File: src/sv/assert_macros.svh
// assertion macros shared by the priority queue rtl
`ifndef ASSERT_MACROS_SVH
`define ASSERT_MACROS_SVH

// clocked assertion, disabled while reset is asserted
`define UAPQ_ASSERT(lbl, prop, msg) \
    lbl: assert property (@(posedge i_clk) disable iff (!i_rst_n) prop) else $error(msg);

// clocked assertion that also holds during reset
`define UAPQ_ASSERT_ALWAYS(lbl, prop, msg) \
    lbl: assert property (@(posedge i_clk) prop) else $error(msg);

`endif

File: src/sv/uapq_pkg.sv
// package with sizes, codes and control structs of the priority queue
package uapq_pkg;

    localparam int DEPTH    = 64;
    localparam int TAG_BITS = 16;
    localparam int PRIO_W   = 32;
    localparam int IDX_W    = $clog2(DEPTH);
    localparam int CNT_W    = $clog2(DEPTH + 1);
    localparam int ENTRY_W  = TAG_BITS + PRIO_W;

    typedef enum logic [2:0] {
        CMD_ENQ   = 3'd0,
        CMD_DEQ   = 3'd1,
        CMD_CHG   = 3'd2,
        CMD_CLR   = 3'd3,
        CMD_PEEK  = 3'd4
    } t_cmd;

    typedef enum logic [2:0] {
        ST_OK        = 3'd0,
        ST_EMPTY     = 3'd1,
        ST_NOTFOUND  = 3'd2,
        ST_NOTURGENT = 3'd3,
        ST_FULL      = 3'd4
    } t_status;

    // commands from the controller to the datapath
    typedef struct packed {
        logic accept;     // latch input fields, restart scan index
        logic enq_write;  // append input entry
        logic clear;      // empty the table
        logic scan;       // issue reads and track best entry
        logic pick;       // load best entry into result, start shift
        logic shift;      // move later entries down one slot
        logic chg_write;  // rewrite priority of matched entry
        logic dec_count;  // drop one entry
    } t_dp_cmd;

    // status from the datapath to the controller
    typedef struct packed {
        logic empty;
        logic full;
        logic scan_last;
        logic match;
        logic not_urgent;
        logic shift_done;
    } t_dp_sts;

endpackage

File: src/sv/unsorted_array_priority_queue_core.sv
// top level of the unsorted table priority queue
//
// Input channel i_in_valid / o_in_ready carries one command (i_cmd, i_value_tag,
// i_prio_in); result channel o_out_valid / i_out_ready carries one result
// (o_status, o_out_tag, o_out_prio, o_occupancy) for every command.
// One command is in flight at a time; a new transfer is taken once the
// previous result has been taken.
// Path from input transfer to result valid:
//   enqueue, clear, unknown command, empty dequeue/peek/change: straight to result
//   peek: one-entry-per-cycle scan of all N entries, N the entry count, then pick
//   change priority: scan up to the first matching tag, or over the whole
//     table when the tag is absent
//   dequeue: scan, pick, then shift of the entries after the removed one;
//     scan and shift share one read port
// Synchronous active low reset empties the table at once; entry contents
// need no clearing. A stalled result holds on the outputs until taken.
module unsorted_array_priority_queue_core (
    input  logic                i_clk,
    input  logic                i_rst_n,
    input  logic                i_in_valid,
    output logic                o_in_ready,
    input  logic [2:0]          i_cmd,
    input  logic [15:0]         i_value_tag,
    input  logic signed [31:0]  i_prio_in,
    output logic                o_out_valid,
    input  logic                i_out_ready,
    output logic [2:0]          o_status,
    output logic [15:0]         o_out_tag,
    output logic signed [31:0]  o_out_prio,
    output logic [6:0]          o_occupancy
);

    uapq_pkg::t_dp_cmd dp_cmd;
    uapq_pkg::t_dp_sts dp_sts;

    // sequencing of commands
    uapq_ctrl u_ctrl (
        .i_clk       (i_clk),
        .i_rst_n     (i_rst_n),
        .i_in_valid  (i_in_valid),
        .o_in_ready  (o_in_ready),
        .i_cmd       (i_cmd),
        .o_out_valid (o_out_valid),
        .i_out_ready (i_out_ready),
        .o_status    (o_status),
        .o_dp_cmd    (dp_cmd),
        .i_dp_sts    (dp_sts)
    );

    // entry storage and scan
    uapq_datapath u_datapath (
        .i_clk       (i_clk),
        .i_rst_n     (i_rst_n),
        .i_cmd       (dp_cmd),
        .i_value_tag (i_value_tag),
        .i_prio_in   (i_prio_in),
        .o_sts       (dp_sts),
        .o_out_tag   (o_out_tag),
        .o_out_prio  (o_out_prio),
        .o_occupancy (o_occupancy)
    );

endmodule

File: src/sv/uapq_datapath.sv
// datapath of the priority queue: entry memory, scan and shift logic
`include "assert_macros.svh"

module uapq_datapath (
    input  logic                        i_clk,
    input  logic                        i_rst_n,
    input  uapq_pkg::t_dp_cmd           i_cmd,
    input  logic [15:0]                 i_value_tag,
    input  logic signed [31:0]          i_prio_in,
    output uapq_pkg::t_dp_sts           o_sts,
    output logic [15:0]                 o_out_tag,
    output logic signed [31:0]          o_out_prio,
    output logic [6:0]                  o_occupancy
);

    localparam int TB = uapq_pkg::TAG_BITS;
    localparam int PW = uapq_pkg::PRIO_W;
    localparam int IW = uapq_pkg::IDX_W;
    localparam int CW = uapq_pkg::CNT_W;
    localparam int EW = uapq_pkg::ENTRY_W;

    logic [EW-1:0] r_mem [uapq_pkg::DEPTH];
    logic [EW-1:0] r_rd_data;

    logic [CW-1:0] r_count, n_count;
    logic [CW-1:0] r_rd_idx, n_rd_idx;
    logic [IW-1:0] r_d_idx;
    logic          r_dv;
    logic [TB-1:0] r_tag;
    logic [PW-1:0] r_prio;
    logic [TB-1:0] r_best_tag;
    logic [PW-1:0] r_best_prio;
    logic [IW-1:0] r_best_idx;
    logic [TB-1:0] r_out_tag;
    logic [PW-1:0] r_out_prio;

    logic          issue;
    logic [TB-1:0] rd_tag;
    logic [PW-1:0] rd_prio;
    logic          rd_less;
    logic          wr_en;
    logic [IW-1:0] wr_addr;
    logic [EW-1:0] wr_data;

    assign rd_tag  = r_rd_data[EW-1:PW];
    assign rd_prio = r_rd_data[PW-1:0];

    // read issue while the index is inside the table
    assign issue = (i_cmd.scan || i_cmd.shift) && (r_rd_idx < r_count);

    // smaller priority first, then smaller tag
    assign rd_less = ($signed(rd_prio) < $signed(r_best_prio)) ||
                     ((rd_prio == r_best_prio) && (rd_tag < r_best_tag));

    // status toward the controller
    assign o_sts.empty      = (r_count == '0);
    assign o_sts.full       = (r_count == CW'(uapq_pkg::DEPTH));
    assign o_sts.scan_last  = r_dv && (r_d_idx == IW'(r_count - CW'(1)));
    assign o_sts.match      = r_dv && (rd_tag == r_tag);
    assign o_sts.not_urgent = ($signed(rd_prio) <= $signed(r_prio));
    assign o_sts.shift_done = (r_rd_idx >= r_count) && !r_dv;

    // write port select
    always_comb begin
        wr_en   = 1'b0;
        wr_addr = r_count[IW-1:0];
        wr_data = {i_value_tag[TB-1:0], i_prio_in};
        priority if (i_cmd.enq_write) begin
            wr_en = 1'b1;
        end else if (i_cmd.chg_write) begin
            wr_en   = 1'b1;
            wr_addr = r_d_idx;
            wr_data = {r_tag, r_prio};
        end else if (i_cmd.shift && r_dv) begin
            wr_en   = 1'b1;
            wr_addr = r_d_idx - IW'(1);
            wr_data = r_rd_data;
        end
    end

    // entry memory, one write and one registered read per cycle
    always_ff @(posedge i_clk) begin
        if (wr_en) begin
            r_mem[wr_addr] <= wr_data;
        end
        r_rd_data <= r_mem[r_rd_idx[IW-1:0]];
    end

    // count and read index
    always_comb begin
        n_count = r_count;
        priority if (i_cmd.clear) begin
            n_count = '0;
        end else if (i_cmd.enq_write) begin
            n_count = r_count + CW'(1);
        end else if (i_cmd.dec_count) begin
            n_count = r_count - CW'(1);
        end

        n_rd_idx = r_rd_idx;
        priority if (i_cmd.accept) begin
            n_rd_idx = '0;
        end else if (i_cmd.pick) begin
            n_rd_idx = CW'(r_best_idx) + CW'(1);
        end else if (issue) begin
            n_rd_idx = r_rd_idx + CW'(1);
        end
    end

    always_ff @(posedge i_clk) begin
        if (!i_rst_n) begin
            r_count  <= '0;
            r_rd_idx <= '0;
            r_dv     <= 1'b0;
        end else begin
            r_count  <= n_count;
            r_rd_idx <= n_rd_idx;
            r_dv     <= issue;
        end
    end

    // payload registers: input latch, scan tracking, result
    always_ff @(posedge i_clk) begin
        if (issue) begin
            r_d_idx <= r_rd_idx[IW-1:0];
        end
        if (i_cmd.accept) begin
            r_tag      <= i_value_tag[TB-1:0];
            r_prio     <= i_prio_in;
            r_out_tag  <= '0;
            r_out_prio <= '0;
        end
        if (i_cmd.scan && r_dv && ((r_d_idx == '0) || rd_less)) begin
            r_best_tag  <= rd_tag;
            r_best_prio <= rd_prio;
            r_best_idx  <= r_d_idx;
        end
        if (i_cmd.pick) begin
            r_out_tag  <= r_best_tag;
            r_out_prio <= r_best_prio;
        end
    end

    assign o_out_tag   = 16'(r_out_tag);
    assign o_out_prio  = r_out_prio;
    assign o_occupancy = 7'(r_count);

    `UAPQ_ASSERT_ALWAYS(a_count_bound, !i_rst_n || r_count <= CW'(uapq_pkg::DEPTH), "bad count")
    `UAPQ_ASSERT(a_enq_not_full, i_cmd.enq_write |-> !o_sts.full, "append into full table")
    `UAPQ_ASSERT(a_shift_addr, (i_cmd.shift && r_dv) |-> (r_d_idx != '0), "shift below slot zero")

endmodule

File: src/sv/uapq_ctrl.sv
// controller state machine of the priority queue
`include "assert_macros.svh"

module uapq_ctrl (
    input  logic                i_clk,
    input  logic                i_rst_n,
    input  logic                i_in_valid,
    output logic                o_in_ready,
    input  logic [2:0]          i_cmd,
    output logic                o_out_valid,
    input  logic                i_out_ready,
    output logic [2:0]          o_status,
    output uapq_pkg::t_dp_cmd   o_dp_cmd,
    input  uapq_pkg::t_dp_sts   i_dp_sts
);

    typedef enum logic [4:0] {
        S_IDLE  = 5'b00001,
        S_SCAN  = 5'b00010,
        S_PICK  = 5'b00100,
        S_SHIFT = 5'b01000,
        S_OUT   = 5'b10000
    } t_state;

    t_state            r_state, n_state;
    uapq_pkg::t_cmd    r_cmd, n_cmd;
    uapq_pkg::t_status r_status, n_status;
    logic              accept;

    assign o_in_ready  = (r_state == S_IDLE);
    assign o_out_valid = (r_state == S_OUT);
    assign accept      = i_in_valid && o_in_ready;

    // next state and datapath commands
    always_comb begin
        n_state  = r_state;
        n_cmd    = r_cmd;
        n_status = r_status;
        o_dp_cmd = '0;
        unique case (r_state)
            S_IDLE: begin
                if (accept) begin
                    o_dp_cmd.accept = 1'b1;
                    n_cmd    = uapq_pkg::t_cmd'(i_cmd);
                    n_status = uapq_pkg::ST_OK;
                    n_state  = S_OUT;
                    unique case (i_cmd)
                        uapq_pkg::CMD_ENQ: begin
                            if (i_dp_sts.full) begin
                                n_status = uapq_pkg::ST_FULL;
                            end else begin
                                o_dp_cmd.enq_write = 1'b1;
                            end
                        end
                        uapq_pkg::CMD_DEQ, uapq_pkg::CMD_PEEK: begin
                            if (i_dp_sts.empty) begin
                                n_status = uapq_pkg::ST_EMPTY;
                            end else begin
                                n_state = S_SCAN;
                            end
                        end
                        uapq_pkg::CMD_CHG: begin
                            if (i_dp_sts.empty) begin
                                n_status = uapq_pkg::ST_NOTFOUND;
                            end else begin
                                n_state = S_SCAN;
                            end
                        end
                        uapq_pkg::CMD_CLR: begin
                            o_dp_cmd.clear = 1'b1;
                        end
                        default: begin
                        end
                    endcase
                end
            end
            S_SCAN: begin
                o_dp_cmd.scan = 1'b1;
                if (r_cmd == uapq_pkg::CMD_CHG) begin
                    priority if (i_dp_sts.match) begin
                        n_state = S_OUT;
                        if (i_dp_sts.not_urgent) begin
                            n_status = uapq_pkg::ST_NOTURGENT;
                        end else begin
                            o_dp_cmd.chg_write = 1'b1;
                        end
                    end else if (i_dp_sts.scan_last) begin
                        n_state  = S_OUT;
                        n_status = uapq_pkg::ST_NOTFOUND;
                    end
                end else if (i_dp_sts.scan_last) begin
                    n_state = S_PICK;
                end
            end
            S_PICK: begin
                o_dp_cmd.pick = 1'b1;
                n_state = (r_cmd == uapq_pkg::CMD_DEQ) ? S_SHIFT : S_OUT;
            end
            S_SHIFT: begin
                o_dp_cmd.shift = 1'b1;
                if (i_dp_sts.shift_done) begin
                    o_dp_cmd.dec_count = 1'b1;
                    n_state = S_OUT;
                end
            end
            S_OUT: begin
                if (i_out_ready) begin
                    n_state = S_IDLE;
                end
            end
            default: begin
                n_state = S_IDLE;
            end
        endcase
    end

    always_ff @(posedge i_clk) begin
        if (!i_rst_n) begin
            r_state  <= S_IDLE;
            r_cmd    <= uapq_pkg::CMD_ENQ;
            r_status <= uapq_pkg::ST_OK;
        end else begin
            r_state  <= n_state;
            r_cmd    <= n_cmd;
            r_status <= n_status;
        end
    end

    assign o_status = r_status;

    `UAPQ_ASSERT(a_one_side, !(o_in_ready && o_out_valid), "input and result side open together")
    `UAPQ_ASSERT(a_pick_cmd, r_state == S_SHIFT |-> r_cmd == uapq_pkg::CMD_DEQ, "stray shift")
    `UAPQ_ASSERT(a_scan_done, r_state == S_PICK |=> |(r_state & (S_SHIFT | S_OUT)), "pick exit")

endmodule

File: config.mk
export PLATFORM = sky130hd
export DESIGN_NAME = unsorted_array_priority_queue_core
export DESIGN_NICKNAME = d
export VERILOG_FILES = /design/src/sv/uapq_pkg.sv /design/src/sv/unsorted_array_priority_queue_core.sv /design/src/sv/uapq_datapath.sv /design/src/sv/uapq_ctrl.sv
export VERILOG_INCLUDE_DIRS = /design/src /design/src/sv
export SDC_FILE = /design/constraint.sdc
export NUM_CORES = 2
export LEC_CHECK = 0
export ABC_CLOCK_PERIOD_IN_PS = 10000
export BUFFER_PORTS_ARGS = -buffer_cell sky130_fd_sc_hd__buf_4
export CAP_MARGIN = 15
export CORE_ASPECT_RATIO = 1.4
export CORE_MARGIN = 2
export CORE_UTILIZATION = 63
export CTS_CLUSTER_DIAMETER = 120
export CTS_CLUSTER_SIZE = 12
export DETAILED_ROUTE_END_ITERATION = 8
export PLACE_DENSITY = 0.79
export SLEW_MARGIN = 20
export SYNTH_ARGS = -nofsm -noshare
export SYNTH_HDL_FRONTEND = slang
export SYNTH_SLANG_ARGS = --single-unit
File: constraint.sdc
create_clock -name i_clk -period 10 [get_ports i_clk]
set_input_delay 0.5 -clock i_clk [delete_from_list [all_inputs] [get_ports i_clk]]
set_output_delay 0.5 -clock i_clk [all_outputs]
set_load 0.01 [all_outputs]
**Word level (Yosys, flattened, before mapping)**

Memories as Yosys holds them, arrays and structs flattened. A register that Yosys moved wholly into a read port is not among the register bits.
Index checks and enable logic that the tools add are counted.

- Memories kept: 1
- Word-level logic and storage cells: 129
- Output and inout port bits: 60
- Memory bits (writable): 3072
- Input bits: 55
- Bits in read-only memories: 0
- Bits in latches: 0
- Register bits after elaboration: 182

- Reductions and logical operators: 27
- Shift operators: 0
- $lt $le $gt $ge: 5
- Equal/unequal tests: 22
- Divide/modulo/power cells: 0
- Mux-type cells: 54
- Multipliers: 0
- Bitwise operators: 1
- Add/subtract/negate cells: 5

Memory list:

| name | words | bits a word | read ports | clocked after memory_dff | write ports | RTL line | RTL |
|---|---|---|---|---|---|---|---|
| u_datapath.r_mem | 64 | 48 | 1 | 1 | 1 | uapq_datapath.sv:22 | `logic [EW-1:0] r_mem [uapq_pkg::DEPTH];` |

Operators with widths:

| kind | count |
|---|---|
| $mux 48 | 3 |
| $mux 32 | 2 |
| $mux 5 | 10 |
| $eq 32x32->1 | 1 |
| $le 32x32->1 | 1 |
| $lt 32x32->1 | 1 |
| $mux 16 | 2 |
| $mux 7 | 4 |
| $pmux 5 s5 | 1 |
| $mux 3 | 8 |
| $mux 1 | 18 |
| $mux 6 | 3 |
| $eq 16x16->1 | 1 |
| $lt 16x16->1 | 1 |
| $add 7x1->7 const B | 2 |
| $reduce_and 5->1 | 2 |
| $eq 3x2->1 const B | 3 |
| $logic_and 1x1->1 | 9 |
| $pmux 3 s3 | 1 |
| $reduce_bool 2->1 | 4 |
| $add 6x1->7 const B | 1 |
| $eq 7x7->1 const B | 1 |
| $ge 7x7->1 | 1 |
| $logic_not 7->1 | 1 |
| 25 further kinds | 33 |

**Longest topological paths before layout**

- Word-level depth: 9
- Gate-level depth with buffers: 15

**Hierarchy**

From an unflattened synthesis, not the netlist that was laid out.

- Cells, all modules: 5563
- Area total of the unflattened synthesis: 128029.0 um^2

By module, submodules not included:

| module | area an instance (um^2) | cells an instance | instances |
|---|---|---|---|
| uapq_datapath | 127230.8 | 5467 | 1 |
| uapq_ctrl | 798.3 | 96 | 1 |

**Least setup slack after synthesis**

No wires, ideal clock.

- Path kind: reg2reg
- Start point: register u_datapath.r_prio[14]
- End point: memory u_datapath.r_mem[27][0] (netlist name) (enable)
- Arrival: 7588 ps
- Path slack: 1822 ps
- Buffers on the path: 2
- Setup time: 590 ps
- Stages on the path, launching flop included: 13
- Path through: edfxtp_1 -> inv_1 -> ha_1 -> a21oi_1 -> nand2_1 -> a221o_1 -> o31ai_2 -> a311o_1 -> buf_6 -> o21ai_0 -> a21oi_1 -> clkbuf_1 -> nor4b_1

- Word-level cells in the longest chain between the ends: 9
- Elaborated cells between the ends (all ways): 11
- Those cells by class: 1 x order compare; 10 x mux

RTL lines:

| what | RTL line | RTL |
|---|---|---|
| start, declared | uapq_datapath.sv:30 | `logic [PW-1:0] r_prio;` |
| start signal, assigned | uapq_datapath.sv:129 | `r_prio <= i_prio_in;` |
| $le 32x32->1 * | uapq_datapath.sv:60 | `assign o_sts.not_urgent = ($signed(rd_prio) <= $signed(r_prio));` |
| $mux 1 * | uapq_ctrl.sv:82 | `if (i_dp_sts.not_urgent) begin` |
| $mux 1 * | uapq_ctrl.sv:80 | `priority if (i_dp_sts.match) begin` |
| $mux 1 * | uapq_ctrl.sv:79 | `if (r_cmd == uapq_pkg::CMD_CHG) begin` |
| $mux 1 * | uapq_ctrl.sv:40 | `unique case (r_state)` |
| $mux 1 | uapq_datapath.sv:70 | `end else if (i_cmd.chg_write) begin` |
| $mux 1 | uapq_datapath.sv:68 | `priority if (i_cmd.enq_write) begin` |
| $mux 1 | uapq_datapath.sv:83 | `if (wr_en) begin` |
| $mux 1 (not written as such) | uapq_datapath.sv:84 | `r_mem[wr_addr] <= wr_data;` |
| end, declared | uapq_datapath.sv:22 |  |

Mark *: on every way between the ends. The rest lies on a longest branch, timed or not.

**Worst setup path in the final report**

- Start point: register u_datapath.r_tag[9]
- End point: memory u_datapath.r_mem[42][32] (netlist name) (enable)

- Word-level cells in the longest chain between the ends: 9
- Elaborated cells between the ends (all ways): 11
- Those cells by class: 1 x eq/ne; 9 x mux; 1 x reduce/logical

RTL lines:

| what | RTL line | RTL |
|---|---|---|
| start, declared | uapq_datapath.sv:29 | `logic [TB-1:0] r_tag;` |
| start signal, assigned | uapq_datapath.sv:128 | `r_tag <= i_value_tag[TB-1:0];` |
| $eq 16x16->1 * | uapq_datapath.sv:59 | `assign o_sts.match = r_dv && (rd_tag == r_tag);` |
| $logic_and 1x1->1 * | uapq_datapath.sv:59 |  |
| $mux 1 * | uapq_ctrl.sv:80 |  |
| $mux 1 * | uapq_ctrl.sv:79 |  |
| $mux 1 * | uapq_ctrl.sv:40 |  |
| $mux 1 | uapq_datapath.sv:70 |  |
| $mux 1 | uapq_datapath.sv:68 |  |
| $mux 1 | uapq_datapath.sv:83 |  |
| $mux 1 (not written as such) | uapq_datapath.sv:84 |  |

Marks and branches as above.

==> out/results.ini <==
[clock_tree]
clk_latency_ns = 0.87
cts_max_path_buffers = 4
clockRootBuffer = clkbuf_16
cts.repair.resized = 0
cts_buffers = 317
clk_pin_slew_ns = 0.06
cts_hold_buf = 53
cts.sinks = 3302
cts_tree = built
cts_setup_buffers = 0
cts_max_level = 5

[critical_path]
crit_family = simple AND/OR/NAND/NOR gates
cp_common_cell = nand4_1
slowest_stage = nor3_2
worstSetupPathType = reg -> reg
cp.required_ns = 10.48
cp.depth = 10
worst-path-buf-inv = 1
rr_worst_depth = 10
end_kind = register
cp_max_fo = 40
path_cells = xnor2_1, nand4_1, nor4_2, nand4_1, a31oi_1, nor2_1, a221oi_2, nand3_1, nor3_2, buf_4
reg2reg_slack_ns = 3.78
max_stage_delay_ns = 0.97
cp-start-kind = register
worstPathArrival_ns = 6.70

[synth]
ys_seq_area_share_pct = 77.3
syn-mean-instance-area_sq_um = 23.3
ys_async_sr_fraction_pct = 0
synth_seq_cells = 3302
synth.cell_area_sq_mm = 0.127
ys_warn_count = 0
syn_inst = 5462
synth_area_leaders = edfxtp_1 76%, mux4_2 18%, dfxtp_1 1.2%
synth_top_area_share_pct = 76.1
syn-num-nets = 5608
ys_types = 74
synth_edf_count = 3228
ys.flop_type = edfxtp_1
yosysTopAreaCell = edfxtp_1

[run]
maxCapViolCount = 0

[cells_and_area]
layout_common_cells = 3228 x edfxtp_1, 993 x mux4_2, 323 x clkbuf_16, 264 x buf_4, 130 x nor2_1
area_growth_pct = 11.2
final_cell_area_sq_mm = 0.142
fillCellCount = 10544
layout_commonest_cell = edfxtp_1
nets = 5986
drive_above_1_share_pct = 29.8

[sta]
setup_slack_ns = 3.78
fin_setup_tns_ns = 0
hold_viol = 0
min_period_over_period_pct = 62.2
hold_ws_ns = 0.0409
maxSlewHeadroom_pct = 21.1
fmax_ghz = 0.161
finalMaxSlewViolations = 0
rsz0062_at_grt = no
post-route-min-period_ns = 6.22
skew_ns = 0.0518
worstMarginPinSlew_ns = 1.18
finalSetupViolCount = 0

[placement]
io_buffer_count = 114
hpwl_microns = 183000
place_congestion = 0.886
post-place-ws_ns = 4.13
place_area_sq_mm = 0.133

[die]
num_io_pins = 115
fp-row-count = 195
die-area_sq_mm = 0.206
core_area_sq_mm = 0.201
initial_utilization_pct = 63.3
die_h_microns = 536
fp.dieW_microns = 384

[global_routing]
grt_pass1_vias = 64655
antenna_found_initial = 38
grt_usage_pct = 35.5
grt_max_degree = 144
grt_overflow_total = 0
grt_pass1_wl_microns = 507000

[route]
ant_nets = 0
wl_per_cell_microns = 42.0
wl_microns = 360000
drtIter0Drc = 11237
vias = 64875
firstDrtPassIters = 8
drc_errors = 0
vias_per_cell = 7.57

[power_and_ir_drop]
p_leak_nw = 43.0
peakVddDrop_uv = 161
power_density_mw_per_mm2 = 188
power_mw = 26.6

[run_status]
run_status = completed

[worst_hold_path]
holdPathStages = 3
hp-class = in -> reg

## final cells by class
class | instances | area [sq um] | share of cell area (%)
sequential | 3302 | 98400 | 69.5
multi-input combinational | 1786 | 28300 | 20.0
clock buffer | 365 | 8240 | 5.82
tap | 2659 | 3330 | 2.35
timing repair buffer | 330 | 2790 | 1.97
inverter | 103 | 388 | 0.274
clock inverter | 5 | 61.3 | 0.0433
antenna | 15 | 37.5 | 0.0265
## report_power, final
part	internal (mW)	switching [mW]
registers	15.3	0.0379
logic	0.146	0.421
clock network	5.75	4.95
## per-layer routing
| metal | routed length, microns | vias to the layer above | global-route usage, % | share of wire [%] |
|---|---|---|---|---|
| li1 | - | 23746 | - | - |
| met1 | 117000 | 33946 | 46.3 | 32 |
| met4 | 20300 | 24 | 16.1 | 5.6 |
| met3 | 41100 | 1101 | 7.20 | 11 |
| met2 | 182000 | 6058 | 58.4 | 50 |
| met5 | 172 | - | 0 | 0.048 |
## flip-flops by register name, indices dropped and copies added (netlist names)
signal,flops
u_ctrl.r_cmd,3
u_ctrl.o_status,3
u_datapath.r_best_idx,6
u_datapath.o_occupancy,7
u_datapath.r_prio,32
u_ctrl.r_state,5
u_datapath.r_rd_data,48
u_datapath.r_d_idx,6
u_datapath.r_best_prio,32
u_datapath.r_rd_idx,7
u_datapath.r_tag,16
u_datapath.o_out_tag,16
u_datapath.r_dv,1
u_datapath.o_out_prio,32
u_datapath.r_best_tag,16
u_datapath.r_mem,3072
## synth_stat cells, types with 5 or more instances
master,instances
a21oi_1,33
xor2_1,5
dfxtp_1,74
nor3_1,21
and3_1,9
o22ai_1,48
nor2b_1,10
buf_1,66
nor2_1,220
a211oi_1,6
a31oi_1,6
mux2i_1,18
buf_2,16
nand2_1,64
a21boi_0,5
mux2_2,16
mux4_2,993
or3_1,11
nand4_1,27
nand3_1,28
ha_1,91
inv_1,101
o21ai_0,33
a21o_1,21
xnor2_1,37
nor2_2,6
nand2b_1,6
edfxtp_1,3228
nor4_1,5
clkbuf_1,187
## path summary, 6_finish.rpt
kind                           startpoint                   endpoint
setup / recovery      u_datapath.r_tag[9]   u_datapath.r_mem[42][32]
hold / removal                i_out_ready          u_ctrl.r_state[4]
setup reg to reg      u_datapath.r_tag[9]   u_datapath.r_mem[42][32]
hold reg to reg   u_datapath.r_rd_data[0]  u_datapath.r_best_prio[0]
## metrics by stage
| stage | instances | util, % |
|---|---|---|
| 6_report | 8565 | 70.4 |
| 5_1_grt | 8552 | 70.3 |
| 4_1_cts | 8548 | 70.3 |
| 3_5_place_dp | 8125 | 65.9 |
| 3_3_place_gp | 8125 | 65.9 |
| 2_1_floorplan | 5462 | - |
## tightest hold or removal path, cell delays in order
cell	delay, ns
buf_4	0.07
nor2b_1	0.08
o21a_1	0.20
## logic make-up (layout without fill, tap and decap cells)
family | count (synthesis) | after routing | synth area share (%)
flip-flops | 3302 | 3302 | 77.3
multiplexers | 1027 | 1027 | 17.8
AND/OR/NAND/NOR | 437 | 437 | 1.59
buffers and inverters | 374 | 803 | 1.13
AO/OA/AOI/OAI | 189 | 189 | 0.988
adder cells (fa/ha/maj) | 91 | 91 | 0.894
XOR/XNOR | 42 | 42 | 0.289
other | 0 | 15 | 0
No activity file was read; power rests on OpenSTA's default activity.
